### src/rtl/core/txgm_pkg.sv
// ----------------------------------------------------------------------------
// txgm_pkg
// Types and constants shared by the transcript-to-genome interval mapper.
// ----------------------------------------------------------------------------
package txgm_pkg;

    localparam int DATA_W          = 32;
    localparam int MAX_EXONS_DEF   = 64;
    localparam int PIECE_LIMIT     = 64;
    localparam int PIECE_CNT_W     = $clog2(PIECE_LIMIT + 1);
    localparam int PIECE_IDX_W     = 6;

    typedef enum logic [1:0] {
        MODE_BEGIN  = 2'd0,
        MODE_APPEND = 2'd1,
        MODE_MAP    = 2'd2
    } mode_t;

    typedef enum logic [1:0] {
        STATUS_OK   = 2'd0,
        STATUS_MISS = 2'd1,
        STATUS_CLIP = 2'd2
    } status_t;

    typedef struct packed {
        mode_t              mode;
        logic [DATA_W-1:0]  value_a;
        logic [DATA_W-1:0]  value_b;
        logic               minus_flag;
    } in_item_t;

    typedef struct packed {
        status_t                 status;
        logic [DATA_W-1:0]       genome_start;
        logic [DATA_W-1:0]       genome_end;
        logic [DATA_W-1:0]       piece_offset;
        logic [DATA_W-1:0]       piece_length;
        logic [PIECE_IDX_W-1:0]  piece_index;
        logic                    last;
    } out_item_t;

    typedef enum logic [2:0] {
        ST_IDLE,
        ST_WALK,
        ST_EMIT_START,
        ST_EMIT,
        ST_MISS
    } ctrl_state_t;

    // Controller to datapath
    typedef struct packed {
        logic begin_tx;
        logic append;
        logic walk_start;
        logic walk_step;
        logic emit_start;
        logic emit_step;
        logic load_miss;
    } dp_cmd_t;

    // Datapath to controller
    typedef struct packed {
        logic count_zero;
        logic walk_active;
        logic walk_stop;
        logic last_exon;
        logic slot_free;
        logic emit_last;
    } dp_stat_t;

endpackage

### src/rtl/core/txgm_ctrl.sv
// ----------------------------------------------------------------------------
// txgm_ctrl
// Sequencer for table updates, the exon walk and result emission.
// ----------------------------------------------------------------------------
module txgm_ctrl
    import txgm_pkg::*;
(
    input  logic      clk,
    input  logic      rst_n,
    input  logic      in_valid,
    input  mode_t     mode,
    output logic      in_ready,
    output dp_cmd_t   cmd,
    input  dp_stat_t  stat
);

    ctrl_state_t state_reg;
    ctrl_state_t state_next;

    always_ff @(posedge clk or negedge rst_n)
    begin
        if (!rst_n)
        begin
            state_reg <= ST_IDLE;
        end
        else
        begin
            state_reg <= state_next;
        end
    end

    always_comb
    begin
        state_next = state_reg;
        cmd        = '0;
        in_ready   = 1'b0;
        unique case (state_reg)
            ST_IDLE:
            begin
                in_ready = 1'b1;
                if (in_valid)
                begin
                    unique case (mode)
                        MODE_BEGIN:  cmd.begin_tx = 1'b1;
                        MODE_APPEND: cmd.append   = 1'b1;
                        MODE_MAP:
                        begin
                            cmd.walk_start = 1'b1;
                            state_next     = stat.count_zero ? ST_MISS : ST_WALK;
                        end
                        default: ;  // drop unused mode
                    endcase
                end
            end
            ST_WALK:
            begin
                cmd.walk_step = 1'b1;
                if (stat.walk_active && (stat.walk_stop || stat.last_exon))
                begin
                    state_next = ST_EMIT_START;
                end
                else if (!stat.walk_active && stat.last_exon)
                begin
                    state_next = ST_MISS;
                end
            end
            ST_EMIT_START:
            begin
                cmd.emit_start = 1'b1;
                state_next     = ST_EMIT;
            end
            ST_EMIT:
            begin
                if (stat.slot_free)
                begin
                    cmd.emit_step = 1'b1;
                    if (stat.emit_last)
                    begin
                        state_next = ST_IDLE;
                    end
                end
            end
            ST_MISS:
            begin
                if (stat.slot_free)
                begin
                    cmd.load_miss = 1'b1;
                    state_next    = ST_IDLE;
                end
            end
            default: state_next = ST_IDLE;
        endcase
    end

endmodule

### config.mk
export PLATFORM = sky130hd
export DESIGN_NAME = txgm_ctrl
export DESIGN_NICKNAME = d
export VERILOG_FILES = /design/src/rtl/core/txgm_pkg.sv /design/src/rtl/core/txgm_ctrl.sv
export SDC_FILE = /design/constraint.sdc
export NUM_CORES = 1
export LEC_CHECK = 0
export BUFFER_PORTS_ARGS = -buffer_cell sky130_fd_sc_hd__buf_4
export CAP_MARGIN = 20
export CELL_PAD_IN_SITES_DETAIL_PLACEMENT = 1
export CELL_PAD_IN_SITES_GLOBAL_PLACEMENT = 2
export CORE_MARGIN = 1
export CORE_UTILIZATION = 19
export DETAILED_ROUTE_END_ITERATION = 16
export HOLD_SLACK_MARGIN = 0.1
export PLACE_DENSITY = 0.83
export SLEW_MARGIN = 20
export SYNTH_ARGS = -nofsm -noshare
export SYNTH_HDL_FRONTEND = slang
export SYNTH_SLANG_ARGS = --single-unit
### constraint.sdc
create_clock -name clk -period 1.3 [get_ports clk]
set_input_delay 0 -clock clk [delete_from_list [all_inputs] [get_ports clk]]
set_output_delay 0 -clock clk [all_outputs]
set_load 0.1 [all_outputs]
# Word level (Yosys, flattened, before mapping)
# Index checks and enable logic that the tools add are counted.
# totals
elab_cells	40
inputBits	11
output_inout_bits	8
regBits	3
# classes
eq_ne	12
reduce_logical	7
mux	20
# op_table
cell	count
3-bit two-way mux	10
3-bit case mux with 5 select lines	1
1-bit two-way mux	9
2-bit != test (second input constant)	4
3-bit by 2-bit equality test with 1-bit output (second input constant)	2
6-bit AND reduction	1
3-bit by 1-bit equality test with 1-bit output (second input constant)	1
3-bit equality test (second input constant)	1
3-bit logical NOT	1
3-bit != test (second input constant)	1
2-bit by 1-bit equality test with 1-bit output (second input constant)	1
2-bit equality test (second input constant)	1
1-bit logical AND	2
2-bit logical NOT	1
2-bit by 1-bit != test with 1-bit output (second input constant)	1
1-bit logical NOT	1
1-bit logical OR	1

# Longest topological paths before layout
# Gate-level depths: netlist of run 1.
# depth
depth_word	5
mapped_depth	5
ltp_nobuf	4

# Worst setup path after synthesis of run 1
# Ideal clock, no wire load.
# synth_path
path_type	flip-flop to output port
start	register state_reg[0]
end	output port cmd[0] (netlist name)
required_ps	1300
n_path_buf	1
slack_ps	-2326
t_arrival_ps	3626
stages_incl_launch_ff	3
cell_sequence	dfrtp_1 -> buf_6 -> nor4b_1
# synth_rtl
element	line_no	text
start: declaration	txgm_ctrl.sv:17	ctrl_state_t state_reg;
start signal: assignment	txgm_ctrl.sv:28	state_reg <= state_next;
end: declaration	txgm_ctrl.sv:13	output dp_cmd_t cmd,

==> results.md, run 1 <==
- The clock insertion delay at the later pin of the skew report is 240 ps.
- In the post-synthesis netlist, the biggest area contributors are sky130_fd_sc_hd__dfrtp_1 (27%), sky130_fd_sc_hd__nor4b_1 (6.2%), sky130_fd_sc_hd__nor3b_1 (5.3%).
- The tree built by TritonCTS fans out to 3 sinks.
- The worst ir drop on vdd is 1.66 mV.
- The number of antenna cells inserted is 0.
- The worst hold path was traced through 3 stages.
- In this run the count of I/O pins placed on the die edge is 19.
- STA classifies the critical path startpoint as a flip-flop.
- The floorplan die height is 40.5 um.
- For this block, the routed nets add up to 1370 um of wire.
- The number of standard-cell rows in the floorplan is 13.
- Counting tap cells, the placed design contains a total of 69 instances.
- After detailed routing, the number of vias per cell comes to 4.94.
- CTS built an H-tree with a depth of 1.
- The post-synthesis cell count is 32.
- For this run, the register share of the synthesized area comes to 0.267.
- For this design the static power due to leakage is 0.000324 uW.
- In this run the critical register-to-register path is captured at state_reg[2]$_DFFE_PN0P_.
- For hold timing, the worst endpoint is state_reg[2]$_DFFE_PN0P_.
- The cell area power density is 2630 nW/um2.
- The via count of the first global-routing pass was 397.
- The total die area is 1640 um2.
- The initial utilization of the core area, before any placement, comes to 0.211.
- Together, buffers and inverters on the worst path number 2.
- The endpoint class of the critical path is a primary output.
- The summed instance area of the synthesized netlist is 282 um2.
- The tightest slew margin relative to the limit is 0.838.
- The initial antenna violation count was 0.
- The post-route fraction of the period consumed by the critical path is 1.20.
- The number of library cell types mapped by synthesis is 24.
- The final hold violation count came to 0.
- For the worst setup path, the data arrival time is 1560 ps.
- The most used flip-flop cell after synthesis is sky130_fd_sc_hd__dfrtp_1.
- Relative to the synthesized area, the layout overhead comes to 161%.
- The largest single stage delay on the critical path is 440 ps.
- TritonCTS built the clock tree.
- Entering global routing, the biggest net connects 7 pins.
- Derived from the worst setup path, the maximum achievable clock frequency is 641 MHz.
- In the synthesized netlist the async set-or-reset flop fraction comes to 1.00.
- For this run the aggregate overflow at the end of global routing stands at 0.
- The worst setup path is of the reg -> out kind.
- For this run, the post-layout net count is 76.
- The floorplan die width is 40.5 um.
- The final reports fail on negative setup slack.
- The total core area is 1330 um2.
- The average cell area after synthesis is 8.80 um2.
- The flip-flop count of the largest register after layout is 3.
- The congestion estimate from routability-driven global placement came to 0.755.
- Setup violations remaining at the end of the flow were counted as 9.
- The signal on the critical path passes through or3_4, inv_4, and3_4, buf_12.
- By count the netlist is led by sky130_fd_sc_hd__dfrtp_1 (3), sky130_fd_sc_hd__nor2_1 (3).
- The required time of the critical path is 1300 ps.
- The first global-routing pass estimated 1840 um of wire.
- The max-slew violation count is 0.
- The tightest min-delay check is of the in -> reg type.
- The synthesized design contains 3 register bits.
- The routed length per instance is 17.3 um.
- Setup repair after global routing could not meet its margin everywhere.
- Setup slack on the critical path of the routed design comes to -260 ps.
- The synthesized design contains 0 enable-type register cells.
- The synthesized net count is 43.
- The count of TritonRoute iterations in the first routing pass is 4.
- The source of the worst hold timing path is mode[1].
- The worst register-to-register path begins at state_reg[1]$_DFFE_PN0P_.
- The detailed router finished its first iteration with 7 violations.
- The share of the synthesized area in the top cell type is 0.267.
- In the routed design, unresolved DRC markers number 0.
- Clock-pin slew was measured on the worst setup and hold paths at 40 ps.
- The layout has 151 filler cells.
- The fraction of final layout cells sized beyond drive strength 1 is 0.703.
- The combined global-route utilization of all metal layers is 0.178.
- The slowest stage cell on the critical path is sky130_fd_sc_hd__or3_4.
- The worst reg-to-reg setup slack is -40 ps.
- The final core utilization is 0.552.
- The final standard cell count with taps included and fillers excluded is 79.
- On the critical path the largest part of the delay comes from simple AND/OR/NAND/NOR gates.
- The number of buffers created by CTS is 3.
- The final critical delay including setup and external delays is 1560 ps.
- The root buffer cell chosen for the clock tree is sky130_fd_sc_hd__clkbuf_4.
- The longest clock path from root to sink contains 2 buffers.
- Summed over all nets, the half-perimeter wirelength after detailed placement is 890 um.
- The largest fanout on the critical path is 3.
- The final total negative setup slack is -1150 ps.
- The number of max-cap violations is 0.
- The total number of vias is 390.
- The top cell type by total area after synthesis is sky130_fd_sc_hd__dfrtp_1.
- The depth of the most critical reg-to-reg path is 4.
- The number of warnings reported in the yosys synthesis log is 0.
- The detail route stage leaves a number of antenna-violating nets equal to 0.
- The number of port buffers is 18.
- The run finished, with violations left.
- For the final database, setup skew stands at 0.784 ps.
- At the pin with the least slew margin, the transition time is 242 ps.
## cell families after synthesis
group / Yosys count / share of synthesized area
simple gates: 19 / 0.484
flops: 3 / 0.267
buf+inv: 3 / 0.0711
compound gates: 7 / 0.178
## metal layers
metal | share of wire | up-vias | GRT usage
met4 | 0.010 | 0 | 0.100
met2 | 0.54 | 14 | 0.294
met1 | 0.41 | 190 | 0.223
li1 | - | 183 | -
met5 | 0 | - | 0
met3 | 0.038 | 3 | 0.0167
## timing repair
action | 4_1_cts | 5_1_grt
endpoints found under the setup margin | 8 | 11
buffers inserted | 2 | 2
hold buffers | 3 | 0
gates resized for setup | 25 | 8
pin swaps | 3 | 3
endpoints found under the hold margin | 4 | 0
## power breakdown
part           switching [uW]  internal, uW
registers                32.2           139
clock network            58.1           116
logic                     944           645
total                    1030           899
## placed cells by master (no fill, tap or decap), types with 2 or more instances in the layout
cell type,synthesis,layout
sky130_fd_sc_hd__buf_6,1,4
sky130_fd_sc_hd__nor3b_4,0,2
sky130_fd_sc_hd__dfrtp_2,0,2
sky130_fd_sc_hd__nor2_4,0,2
sky130_fd_sc_hd__nor4b_4,0,2
sky130_fd_sc_hd__buf_4,0,15
sky130_fd_sc_hd__dlygate4sd3_1,0,3
sky130_fd_sc_hd__o21ai_0,2,2
sky130_fd_sc_hd__nand2_1,2,2
sky130_fd_sc_hd__clkbuf_4,0,3
sky130_fd_sc_hd__buf_12,0,7
## worst min-delay path: cells and delay by family
family / cells / cell delay, ps
buffers and inverters: 1 / 150
AOI/OAI and AO/OA: 1 / 60
and+or+nand+nor: 1 / 90
## layout make-up
class / instances / area [um2] / share of cell area
Multi-Input combinational cell: 26 / 275 / 0.374
Timing Repair Buffer: 29 / 328 / 0.446
Clock buffer: 4 / 26.3 / 0.0357
Inverter: 2 / 10.0 / 0.0136
Tap cell: 15 / 18.8 / 0.0255
Sequential cell: 3 / 77.6 / 0.105
## how the worst max path moves through the flow
stage / startpoint / endpoint / slack [ps] / depth (start not counted)
after global routing: state_reg[1]$_DFFE_PN0P_ / cmd[4] / -280 / 4
after floorplan: state_reg[2]$_DFFE_PN0P_ / cmd[6] / -410 / 2
final: state_reg[1]$_DFFE_PN0P_ / cmd[4] / -260 / 4
after detailed placement: state_reg[2]$_DFFE_PN0P_ / cmd[5] / -50 / 3
after CTS: state_reg[2]$_DFFE_PN0P_ / cmd[5] / -220 / 3
after global placement: state_reg[2]$_DFFE_PN0P_ / cmd[4] / -20 / 4
## metrics by stage
| step | instance area (um2) | hold WS (ps) | power, uW | setup WS [ps] |
|---|---|---|---|---|
| detailed placement | 526 | -204 | 1340 | -48.1 |
| floorplan | 345 | -296 | 1070 | -409 |
| global route | 736 | 112 | 1990 | -278 |
| finish | 736 | 96.4 | 1930 | -260 |
| global placement | 526 | -208 | 1320 | -20.6 |
| CTS | 694 | 103 | 1750 | -216 |
(Power assumes the default switching activity.)
==> inputs of run 2 (changes only) <==
--- a/config.mk
+++ b/config.mk
@@ -10,10 +10,10 @@
 export CELL_PAD_IN_SITES_DETAIL_PLACEMENT = 1
 export CELL_PAD_IN_SITES_GLOBAL_PLACEMENT = 2
 export CORE_MARGIN = 1
-export CORE_UTILIZATION = 19
+export CORE_UTILIZATION = 17
 export DETAILED_ROUTE_END_ITERATION = 16
 export HOLD_SLACK_MARGIN = 0.1
-export PLACE_DENSITY = 0.83
+export PLACE_DENSITY = 0.79
 export SLEW_MARGIN = 20
 export SYNTH_ARGS = -nofsm -noshare
 export SYNTH_HDL_FRONTEND = slang
==> constraint.sdc (replaced) <==
create_clock -name clk -period 1.4 [get_ports clk]
set_input_delay 0 -clock clk [delete_from_list [all_inputs] [get_ports clk]]
set_output_delay 0 -clock clk [all_outputs]
set_load 0.1 [all_outputs]
==> run 2 against run 1 <==
The run still ends with negative setup slack left. Final cell count is 3.8% lower. Clock skew is 2.1 ps higher. Global-route usage is 6.7 points lower. Worst setup slack gained 180 ps. First-iteration DRC count shrank 57%. Die area increased by 11%. Register-to-register slack gained 60 ps. Sequential power is 13% lower. Via count down 7.4%. Power fell by 22%.
==> results.md, run 2 (same netlist as run 1, synthesis figures left out) <==
- The detail-routed via count per cell is 4.75 (-3.8%).
- The clock transition at the registers of the reported paths is 40 ps (about the same).
- The number of routed nets with antenna violations is 0 (unchanged).
- STA classifies the critical path startpoint as a flip-flop.
- The library cell used most frequently in the layout, excluding fill and tap cells, is sky130_fd_sc_hd__buf_4.
- The number of buffers and inverters on the critical path came to 1 (-1).
- The clock insertion delay at the later pin of the skew report was 240 ps (about the same).
- The library cells used most frequently in the layout, excluding fill and tap cells, are sky130_fd_sc_hd__buf_4 (14), sky130_fd_sc_hd__buf_12 (4), sky130_fd_sc_hd__clkbuf_4 (3), sky130_fd_sc_hd__dlygate4sd3_1 (3), sky130_fd_sc_hd__buf_6 (3).
- The final number of setup-violating endpoints is 3 (-6).
- The tightest slew margin relative to the limit is 0.776 (-0.0617).
- The slew at the pin closest to its max-slew limit is 331 ps (+88.6 ps).
- The post-route clock skew is 2.87 ps (+2.09 ps).
- The number of filler cells placed in the layout was 177 (+17%).
- The number of max-cap violations is 0 (unchanged).
- The combined global-route utilization of all metal layers is 0.111 (-0.0675).
- The leakage power total was 0.000289 uW (-11%).
- The worst min-delay path category is in -> reg.
- The part of the total power dissipated in the clock network came to 0.102 (+0.012).
- The number of antenna cells inserted is 0 (unchanged).
- The fraction of final layout cells sized beyond drive strength 1 is 0.650 (-0.0531).
- The proportion of power drawn by combinational gates is 0.799 (-0.023).
- The global-route wire length before repair is 1530 um (-17%).
- The residual DRC count is 0 (unchanged).
- The routed length per instance is 12.1 um (-30%).
- The switching part of the total power is 0.562 (+0.0272).
- The slowest stage cell on the critical path is sky130_fd_sc_hd__or3_4.
- The global-route congestion overflow total is 0 (unchanged).
- The via count of the first global-routing pass was 361 (-9.1%).
- For the finished layout, the period the worst path requires is 1490 ps.
- The final core utilization is 0.427 (-0.125).
- The final hold violation count is 0 (unchanged).
- The total wire length after detailed routing came to 921 um (-33%).
- The number of placed cells counting well taps came to 69 (unchanged).
- The total die area is 1820 um2 (+11%).
- The initial core utilization was 0.185 (-0.0263).
- The H-tree depth is 1 (unchanged).
- The net switching power of the design is 851 uW (-18%).
- The placed standard-cell area is 519 um2 (-1.2%).
- Based on the critical path, the design can be clocked at up to 673 MHz.
- The placer's final routability congestion estimate came to 0.719 (-4.8%).
- The number of I/O pins is 19 (unchanged).
- The clock sink count came to 3 (unchanged).
- The pin count of the biggest net entering global routing was 9 (+2).
- The initial detailed-routing violation count came to 3 (-4).
- The floorplan die height came to 42.7 um (+5.4%).
- The checks that failed: negative setup slack.
- The part of the total power dissipated in sequential elements was 0.098 (+0.009).
- The maximum clock path buffer count is 2 (unchanged).
- The design internal power is 663 uW (-26%).
- The total number of vias is 361 (-7.4%).
- The setup path with the least slack is of type reg -> out.
- The final worst setup slack is -85.2 ps (+175 ps).
- The largest fanout on the critical path is 3 (unchanged).
- The data arrival time at the worst-slack endpoint is 1490 ps (-70 ps).
- The gate family responsible for the most delay along the worst path is simple AND/OR/NAND/NOR gates.
- The number of port buffers is 18 (unchanged).
- The final layout net count was 72 (-5.3%).
- The floorplan die width is 42.7 um (+5.4%).
- The run finished, with violations left.
- Setup repair after global routing could not meet its margin everywhere.
- The worst hold slack is 104 ps (+8.04 ps).
- The number of standard-cell rows in the floorplan came to 14 (+1).
- The post-route fraction of the period consumed by the critical path is 1.06.
- The number of buffers created by CTS was 3 (unchanged).
- The cell area power density is 2330 nW/um2 (-11%).
- The required time of the critical path is 1400 ps (+100 ps).
- The total core area was 1520 um2 (+14%).
- The TritonCTS clock tree is yes.
- The longest individual stage delay on the worst path was 440 ps (about the same).
- The root buffer cell chosen for the clock tree is sky130_fd_sc_hd__clkbuf_4.
- The worst ir drop on vdd is 0.966 mV (-42%).
- The post-layout instance area is 651 um2 (-12%).
- The initial antenna violation count came to 0 (unchanged).
- From synthesis to final layout, the design area changed by 131%.
- The max-slew violation count came to 0 (unchanged).
- The count of TritonRoute iterations in the first routing pass is 2 (-2).
- The flip-flop count of the largest register after layout is 3 (unchanged).
- The endpoint class of the critical path is a primary output.
- Traced cell by cell, the critical path runs through or3_4, nor3b_4, buf_12.
- The HPWL after detailed placement is 673 um (-24%).
- The final standard cell count with taps included and fillers excluded is 76 (-3.8%).
==> run 2: cell types whose count changed in the layout (fill, tap and decap cells not counted), sizes merged <==
| cell | change |
|---|---|
| clkinv | +1 |
| inv | -1 |
| buf | -4 |
==> run 2: layout make-up <==
| type | count | area [um2] | share of cell area |
|---|---|---|---|
| timing repair buffer | 25 | 264 | 0.406 |
| multi-input combinational | 26 | 250 | 0.385 |
| sequential | 3 | 77.6 | 0.119 |
| clock buffer | 4 | 26.3 | 0.0404 |
| tap | 16 | 20.0 | 0.0308 |
| inverter | 2 | 12.5 | 0.0192 |
==> run 2: power by group through the flow <==
| stage | Clock, uW | Sequential, uW | Combinational, uW |
|---|---|---|---|
| final | 155 | 148 | 1210 |
| after global routing | 168 | 153 | 1270 |
| after CTS | 161 | 147 | 1140 |
| after detailed placement | 0 | 148 | 1070 |
| after global placement | 0 | 147 | 1060 |
| after floorplan | 0 | 178 | 815 |
==> run 2: final timing paths <==
path,start,end,slack (ps),cells after the start
worst max-delay path,state_reg[1]$_DFFE_PN0P_,cmd[6],-90,3
worst min-delay path,mode[1],state_reg[2]$_DFFE_PN0P_,100,3
worst max register to register,state_reg[1]$_DFFE_PN0P_,state_reg[2]$_DFFE_PN0P_,20,5
worst min register to register,state_reg[1]$_DFFE_PN0P_,state_reg[0]$_DFFE_PN0P_,780,3
max in group asynchronous,rst_n,state_reg[1]$_DFFE_PN0P_,570,3
min in group asynchronous,rst_n,state_reg[2]$_DFFE_PN0P_,660,3
==> run 2: metal layers <==
layer,routed length (um),track usage
met1,384,0.136
met2,471,0.188
met3,49,0.0128
met4,16,0.0563
met5,0,0
==> run 2: stage by stage <==
stage	worst slack, ps	TNS (ps)	total power, uW
2_1_floorplan	-309	-1350	993
5_1_grt	-138	-389	1590
3_3_place_gp	81.8	0	1210
3_5_place_dp	62.7	0	1210
6_report	-85.2	-202	1510
4_1_cts	-103	-274	1450
==> run 2: worst reg2reg max path: stages (launching register included) <==
cell                       delay, ps
sky130_fd_sc_hd__dfrtp_2         390
sky130_fd_sc_hd__or3_4           440
sky130_fd_sc_hd__clkinv_4         70
sky130_fd_sc_hd__buf_4           100
sky130_fd_sc_hd__nand4_2         100
sky130_fd_sc_hd__a211oi_2        200
==> run 2: what timing repair did <==
item,4_1_cts,5_1_grt
setup endpoints to repair,6,6
endpoints found under the hold margin,4,0
hold buffers,3,0
pin swaps,2,1
buffers inserted,0,1
resized for setup,14,5
